==> src/bsga_pkg.sv <==
// Package with sizes, codes and shared types of the group aggregator.
`timescale 1ns / 1ps

package bsga_pkg;

   localparam int TABLE_DEPTH = 65536;
   localparam int IDX_W       = $clog2(TABLE_DEPTH);
   localparam int CNT_W       = IDX_W + 1;
   localparam logic [31:0] DEPTH_U = 32'(TABLE_DEPTH);

   localparam int GCOUNT_W = 17;
   localparam int GIDX_W   = 16;
   localparam int KEY_W    = 32;
   localparam int COUNT_W  = 32;
   localparam int SUM_W    = 64;
   localparam int CS_W     = COUNT_W + SUM_W;

   typedef enum logic [1:0] {
      CMD_LOAD  = 2'd0,
      CMD_AGG   = 2'd1,
      CMD_READ  = 2'd2,
      CMD_CLEAR = 2'd3
   } cmd_type;

   typedef struct packed {
      logic             start;
      logic [CNT_W-1:0] n;
   } srch_req_type;

   typedef struct packed {
      logic             done;
      logic [CNT_W-1:0] lo;
   } srch_rsp_type;

endpackage

==> src/bsga_search.sv <==
// Lower-bound search sequencer: one key probe and one compare per step.
`timescale 1ns / 1ps

module bsga_search import bsga_pkg::*; (
   input  logic               clock,
   input  logic               reset,
   input  srch_req_type       srch_req,
   input  logic [KEY_W-1:0]   key,
   input  logic [KEY_W-1:0]   rd_data,
   output logic [IDX_W-1:0]   rd_addr,
   output srch_rsp_type       srch_rsp
);

   typedef enum logic [2:0] {
      SR_IDLE  = 3'b001,
      SR_PROBE = 3'b010,
      SR_CMP   = 3'b100
   } sr_state_type;

   sr_state_type     state_ff, state_in;
   logic [CNT_W-1:0] lo_ff, lo_in;
   logic [CNT_W-1:0] len_ff, len_in;
   logic [CNT_W-1:0] half;
   logic [CNT_W-1:0] probe;

   assign half    = len_ff >> 1;
   assign probe   = lo_ff + half;
   assign rd_addr = probe[IDX_W-1:0];

   always_comb begin
      state_in = state_ff;
      lo_in    = lo_ff;
      len_in   = len_ff;
      case (state_ff)
         SR_IDLE: begin
            if (srch_req.start) begin
               lo_in    = '0;
               len_in   = srch_req.n;
               state_in = SR_PROBE;
            end
         end
         SR_PROBE: begin
            // address is out to the key RAM; empty range ends the search
            state_in = (len_ff == '0) ? SR_IDLE : SR_CMP;
         end
         SR_CMP: begin
            if (rd_data < key) begin
               lo_in  = probe + CNT_W'(1);
               len_in = len_ff - half - CNT_W'(1);
            end else begin
               len_in = half;
            end
            state_in = SR_PROBE;
         end
         default: begin
            state_in = SR_IDLE;
         end
      endcase
   end

   always_ff @(posedge clock) begin
      if (reset) begin
         state_ff <= SR_IDLE;
      end else begin
         state_ff <= state_in;
      end
   end

   always_ff @(posedge clock) begin
      lo_ff  <= lo_in;
      len_ff <= len_in;
   end

   assign srch_rsp.done = (state_ff == SR_PROBE) && (len_ff == '0);
   assign srch_rsp.lo   = lo_ff;

endmodule

==> config.mk <==
export PLATFORM = sky130hd
export DESIGN_NAME = bsga_search
export DESIGN_NICKNAME = d
export VERILOG_FILES = /design/src/bsga_pkg.sv /design/src/bsga_search.sv
export SDC_FILE = /design/constraint.sdc
export NUM_CORES = 1
export LEC_CHECK = 0
export BUFFER_PORTS_ARGS = -buffer_cell sky130_fd_sc_hd__clkbuf_2
export CAP_MARGIN = 20
export CORE_UTILIZATION = 30
export CTS_CLUSTER_DIAMETER = 200
export DETAILED_ROUTE_END_ITERATION = 6
export PLACE_DENSITY_LB_ADDON = 0.05
export SYNTH_ARGS = -nofsm -noshare
export SYNTH_HDL_FRONTEND = slang
export SYNTH_SLANG_ARGS = --single-unit
export TNS_END_PERCENT = 30
==> constraint.sdc <==
create_clock -name clock -period 3.3 [get_ports clock]
set_clock_uncertainty 0.15 [all_clocks]
set_input_delay 0.165 -clock clock [delete_from_list [all_inputs] [get_ports clock]]
set_output_delay 0.165 -clock clock [all_outputs]
set_load 0.01 [all_outputs]
==> flow_metrics.env, run 1 <==
export IMPL_status="finished, final reports clean"
export IMPL_min_period_over_period_pct=97.9
export IMPL_crit_path_cell_trace="ha_2 -> fa_2 -> a211oi_2 -> buf_4 -> o21ai_4 -> a211oi_4 -> nor2_1 -> xnor2_1 -> nand4b_1 -> nor3_4 -> a31o_1 -> a21oi_2"
export IMPL_use_met1_pct=20.0
export IMPL_synth_seq_cells=37
export IMPL_start_util_pct=30.8
export IMPL_wl_um=10900
export IMPL_grtUsageMet2_pct=26.4
export IMPL_critPathKind="flip-flop to flip-flop"
export IMPL_die_h_um=122
export IMPL_drcViolationCount=0
export IMPL_drv_cap=0
export IMPL_grt_pass1_wl_um=18000
export IMPL_reg2reg_setup_slack_ns=0.07
export IMPL_reg2regPathDepth=12
export IMPL_p_clk_share_pct=25.3
export IMPL_dpl_cell_count=820
export IMPL_critPathCaptureType="flip-flop"
export IMPL_worst_pin_slew_ns=0.759
export IMPL_slowest_delay_ns=0.41
export IMPL_rows=43
export IMPL_fmax_ghz=0.309
export IMPL_clock_latency_ns=0.28
export IMPL_n_antenna_cell=0
export IMPL_worst_path_buf_inv=1
export IMPL_cp_depth=12
export IMPL_syn_area_um2=4290
export IMPL_drive_gt1_share_pct=28.2
export IMPL_path_max_fanout=3
export IMPL_holdPathStages=3
export IMPL_layout_common_cells="117 x clkbuf_2, 71 x ha_1, 60 x inv_1, 51 x nor2_1, 35 x a21oi_1"
export IMPL_synth_edf_count=34
export IMPL_ys_flop_type="edfxtp_1"
export IMPL_fillerInstances=1428
export IMPL_core_um2=13900
export IMPL_hold_violations=0
export IMPL_nets=809
export IMPL_die_area_um2=14800
export IMPL_p_int_uw=1270
export IMPL_fin_crit_ns=3.23
export IMPL_dieWidth_um=122
export IMPL_powerDensity_nw_per_um2=354
export IMPL_hp_class="primary input to flip-flop"
export IMPL_grt_max_degree=35
export IMPL_arrival_ns=3.09
export IMPL_num_vias=4001
export IMPL_wl_per_cell_um=13.1
export IMPL_cts_htree_levels=2
export IMPL_cts_sinks=37
export IMPL_antenna_left=0
export IMPL_pin_count=118
export IMPL_whs_ns=0.0158
export IMPL_relSlewSlack_pct=49.4
export IMPL_synth_area_per_cell_um2=8.48
export IMPL_crit_family="compound AO/OA/AOI/OAI gates"
export IMPL_vdd_drop_max_mv=0.190
export IMPL_viasPerCell=4.81
export IMPL_grt_ovfl_total=0
export IMPL_met3_usage_pct=1.87
export IMPL_cts_tree="yes"
export IMPL_syn_inst=506
export IMPL_async_reset_ff_share_pct=0
export IMPL_synth_seq_area_share_pct=25.2
export IMPL_drt_pass1_iter_count=4
export IMPL_dp_hpwl_um=8860
export IMPL_antenna_found_initial=0
export IMPL_netSwitchingFraction_pct=35.5
export IMPL_yosys_warnings=0
export IMPL_first_global_vias=3895
export IMPL_crit_slowest_cell="edfxtp_1"
export IMPL_rsz0062_at_grt="true"
export IMPL_start_kind="flip-flop"
export IMPL_track_usage_pct=15.2
export IMPL_drtIter0Drc=184
export IMPL_combPwrFrac_pct=45.4
export IMPL_gp_congestion=0.763
export IMPL_ys_types=55
export IMPL_final_cell_count_no_fill=832
export IMPL_seq_power_share_pct=29.4
export IMPL_clockRootBuffer="clkbuf_16"
export IMPL_multi_input_area_um2=3040
export IMPL_numCtsBuffers=5
export IMPL_final_common_cell="clkbuf_2"
export IMPL_port_buffers=117
export IMPL_clk_path_buf_depth=2
export IMPL_drv_slew=0
export IMPL_final_seq_area_um2=1080
export IMPL_crit_required_ns=3.15
export IMPL_p_leak_uw=0.00274
export IMPL_syn2layout_area_growth_pct=29.6
export IMPL_path_clk_slew_ns=0.06
export IMPL_synth_nets=664
export IMPL_power_switching_uw=699
export IMPL_busiest_layer="met2"
export IMPL_setup_viol=0
per-stage QoR:
| stage | worst slack [ns] | total power, µW | setup TNS [ns] | cell area (µm²) | util (%) |
|---|---|---|---|---|---|
| floorplan | 0.0253 | 1160 | 0 | 4300 | - |
| global placement | -0.0439 | 1450 | -0.0478 | 5310 | 38.1 |
| detailed placement | -0.0562 | 1450 | -0.0841 | 5310 | 38.1 |
| CTS | 0.0199 | 1970 | 0 | 5490 | 39.4 |
| global route | -0.113 | 2110 | -0.368 | 5560 | 39.9 |
| finish | 0.0679 | 1970 | 0 | 5560 | 39.9 |
final timing paths:
kind	from	to
max	len_ff[1]$_DFFE_PP_	lo_ff[16]$_SDFFCE_PN0P_
min	srch_req[2]	len_ff[2]$_DFFE_PP_
max reg2reg	len_ff[1]$_DFFE_PP_	lo_ff[16]$_SDFFCE_PN0P_
min reg2reg	state_ff[1]$_SDFFE_PP0P_	state_ff[2]$_SDFFE_PP0P_
cells by family (layout without fill, tap and decap cells):
group           count (synthesis)  in the layout  share of synthesized area [%]
xor+xnor                       39             39                           8.66
flops                          37             37                           25.2
buf+inv                        72            218                           6.41
simple gates                  152            152                           17.5
compound gates                132            132                           20.3
fa+ha+maj                      74             74                           21.9
power groups by stage:
stage,Combinational (µW),Sequential [µW],Clock [µW]
floorplan,572,584,0
global placement,860,587,0
detailed placement,864,588,0
CTS,878,579,509
global route,1000,583,524
finish,893,578,498
tightest hold or removal path, cell delays in order:
cell and delay [ns]:
clkbuf_2 0.08, nand2_1 0.04, o31ai_1 0.06
sequential cells by signal, indices dropped and copies added, names as in the netlist:
signal    flops
lo_ff        17
state_ff      3
len_ff       17
synthesized netlist by cell type (all sizes together) (7+ instances only):
| library cell | n | area (µm²) |
|---|---|---|
| a21o | 23 | 173 |
| a21oi | 38 | 190 |
| a31oi | 13 | 81.3 |
| and3 | 9 | 56.3 |
| clkbuf | 7 | 26.3 |
| edfxtp | 34 | 1020 |
| ha | 72 | 901 |
| inv | 61 | 229 |
| nand2 | 28 | 105 |
| nand3 | 14 | 75.1 |
| nand4 | 10 | 62.6 |
| nor2 | 54 | 205 |
| nor3 | 10 | 60.1 |
| o21ai | 18 | 93.8 |
| o31ai | 11 | 87.6 |
| xnor2 | 26 | 250 |
| xor2 | 13 | 121 |
timing repair:
action	in CTS	in global routing
pin swaps	2	8
gates resized for setup	3	14
cloned	0	0
hold endpoints to repair	3	0
setup endpoints to repair	3	10
setup buffers	1	2
hold buffers	1	0
final cells by class:
cell class	count	area share, %
sequential	37	19.4
tap	180	4.05
multi-input combinational	397	54.7
clock buffer	8	2.63
inverter	61	4.12
timing repair buffer	149	15.1
metal layers:
metal | vias up | wire length [µm]
met5 | - | 0
met4 | 0 | 108
met3 | 7 | 410
met2 | 107 | 4960
met1 | 1775 | 5410
li1 | 2112 | -
(Power assumes the default switching activity.)
==> run 2: changes to the inputs <==
- CORE_MARGIN: default -> 2
- PLACE_DENSITY_LB_ADDON: 0.05 -> default
==> flow_metrics.env, run 2 (synthesized netlist as in run 1, its figures left out) <==
export IMPL_antenna_left=0
export IMPL_drv_slew=0
export IMPL_dp_hpwl_um=8950
export IMPL_core_um2=13900
export IMPL_start_util_pct=30.8
export IMPL_grt_ovfl_total=0
export IMPL_utilization_pct=39.5
export IMPL_drtIter0Drc=127
export IMPL_grt_pass1_wl_um=17700
export IMPL_cts_htree_levels=2
export IMPL_top_regs="len_ff: 17 flops, lo_ff: 17 flops, state_ff: 3 flops"
export IMPL_drv_cap=0
export IMPL_hold_violations=0
export IMPL_p_leak_uw=0.00271
export IMPL_min_period_over_period_pct=96.4
export IMPL_rsz0062_at_grt="true"
export IMPL_critPathKind="flip-flop to flip-flop"
export IMPL_num_vias=4078
export IMPL_track_usage_pct=14.3
export IMPL_crit_required_ns=3.15
export IMPL_wl_um=10700
export IMPL_syn2layout_area_growth_pct=28.3
export IMPL_fmax_ghz=0.314
export IMPL_path_max_fanout=3
export IMPL_cts_tree="yes"
export IMPL_numCtsBuffers=5
export IMPL_antenna_found_initial=0
export IMPL_status="finished, final reports clean"
export IMPL_die_area_um2=15300
export IMPL_fillerInstances=1394
export IMPL_whs_ns=0.00991
export IMPL_wl_per_cell_um=12.9
export IMPL_rows=43
export IMPL_hp_class="primary input to flip-flop"
export IMPL_setup_viol=0
export IMPL_n_antenna_cell=0
export IMPL_cts_sinks=37
export IMPL_multi_input_area_um2=3020
export IMPL_nets=803
export IMPL_clk_path_buf_depth=2
export IMPL_drive_gt1_share_pct=27.4
export IMPL_final_common_cell="clkbuf_2"
export IMPL_drt_pass1_iter_count=4
export IMPL_clock_latency_ns=0.29
export IMPL_port_buffers=117
export IMPL_final_seq_area_um2=1080
export IMPL_drcViolationCount=0
export IMPL_powerDensity_nw_per_um2=363
export IMPL_critPathCaptureType="flip-flop"
export IMPL_die_h_um=124
export IMPL_fin_crit_ns=3.18
export IMPL_arrival_ns=3.04
export IMPL_clockRootBuffer="clkbuf_16"
export IMPL_vdd_drop_max_mv=0.156
export IMPL_path_clk_slew_ns=0.06
export IMPL_pin_count=118
export IMPL_relSlewSlack_pct=53.6
export IMPL_gp_congestion=0.857
export IMPL_dieWidth_um=124
export IMPL_worst_pin_slew_ns=0.695
export IMPL_first_global_vias=4095
export IMPL_grt_max_degree=35
export IMPL_start_kind="flip-flop"
export IMPL_viasPerCell=4.94
export IMPL_layout_common_cells="117 x clkbuf_2, 71 x ha_1, 60 x inv_1, 52 x nor2_1, 36 x a21oi_1"
[run 2: report_power, final]
part,internal (µW),switching (µW),total [µW]
registers,549,28.8,578
logic,408,468,877
clock network,354,193,547
[run 2: layout make-up]
| class | count | share of cell area [%] |
|---|---|---|
| multi-input cells | 397 | 54.9 |
| flip-flops and latches | 37 | 19.6 |
| well taps | 180 | 4.09 |
| inverters | 61 | 4.16 |
| clock buffers | 5 | 2.27 |
| repair buffers | 143 | 14.2 |
| clock inverters | 3 | 0.750 |
[run 2: routing by layer]
metal / vias up / share of wire [%] / global-route usage, %
li1: 2094 / - / -
met1: 1832 / 45 / 17.5
met2: 135 / 47 / 24.9
met3: 17 / 5.7 / 2.52
met4: 0 / 2.3 / 5.61
met5: - / 0 / 0
[run 2: critical path: stages (launching register included)]
cell and delay [ns]:
edfxtp_1 0.41, ha_2 0.21, fa_2 0.34, a211oi_2 0.24, buf_4 0.16, o21ai_2 0.07
a211oi_2 0.30, nor2_1 0.08, xnor2_1 0.15, nand4b_1 0.29, nor3_4 0.27, a31o_1 0.17
a21oi_1 0.05
[run 2: repair_timing]
action | in CTS | in global routing
setup buffers | 2 | 2
endpoints found under the setup margin | 3 | 12
resized for setup | 2 | 11
endpoints found under the hold margin | 3 | 0
hold buffers | 1 | 0
pin swaps | 2 | 8
[run 2: through the flow]
stage | std cells | cell area [µm²] | setup WS, ns | TNS (ns) | power (µW)
floorplan | 506 | 4300 | 0.0253 | 0 | 1160
global placement | 813 | 5250 | 0.0256 | 0 | 1410
detailed placement | 813 | 5250 | -0.0621 | -0.0992 | 1430
CTS | 824 | 5450 | 0.0173 | 0 | 2000
global route | 826 | 5510 | -0.0782 | -0.251 | 2140
finish | 826 | 5510 | 0.118 | 0 | 2000
[run 2: final timing paths]
kind	startpoint	endpoint	slack (ns)	depth (start not counted)
setup / recovery	len_ff[1]$_DFFE_PP_	lo_ff[16]$_SDFFCE_PN0P_	0.12	12
hold / removal	srch_req[16]	len_ff[16]$_DFFE_PP_	0.01	3
setup reg to reg	len_ff[1]$_DFFE_PP_	lo_ff[16]$_SDFFCE_PN0P_	0.12	12
hold reg to reg	state_ff[1]$_SDFFE_PP0P_	state_ff[2]$_SDFFE_PP0P_	0.37	2
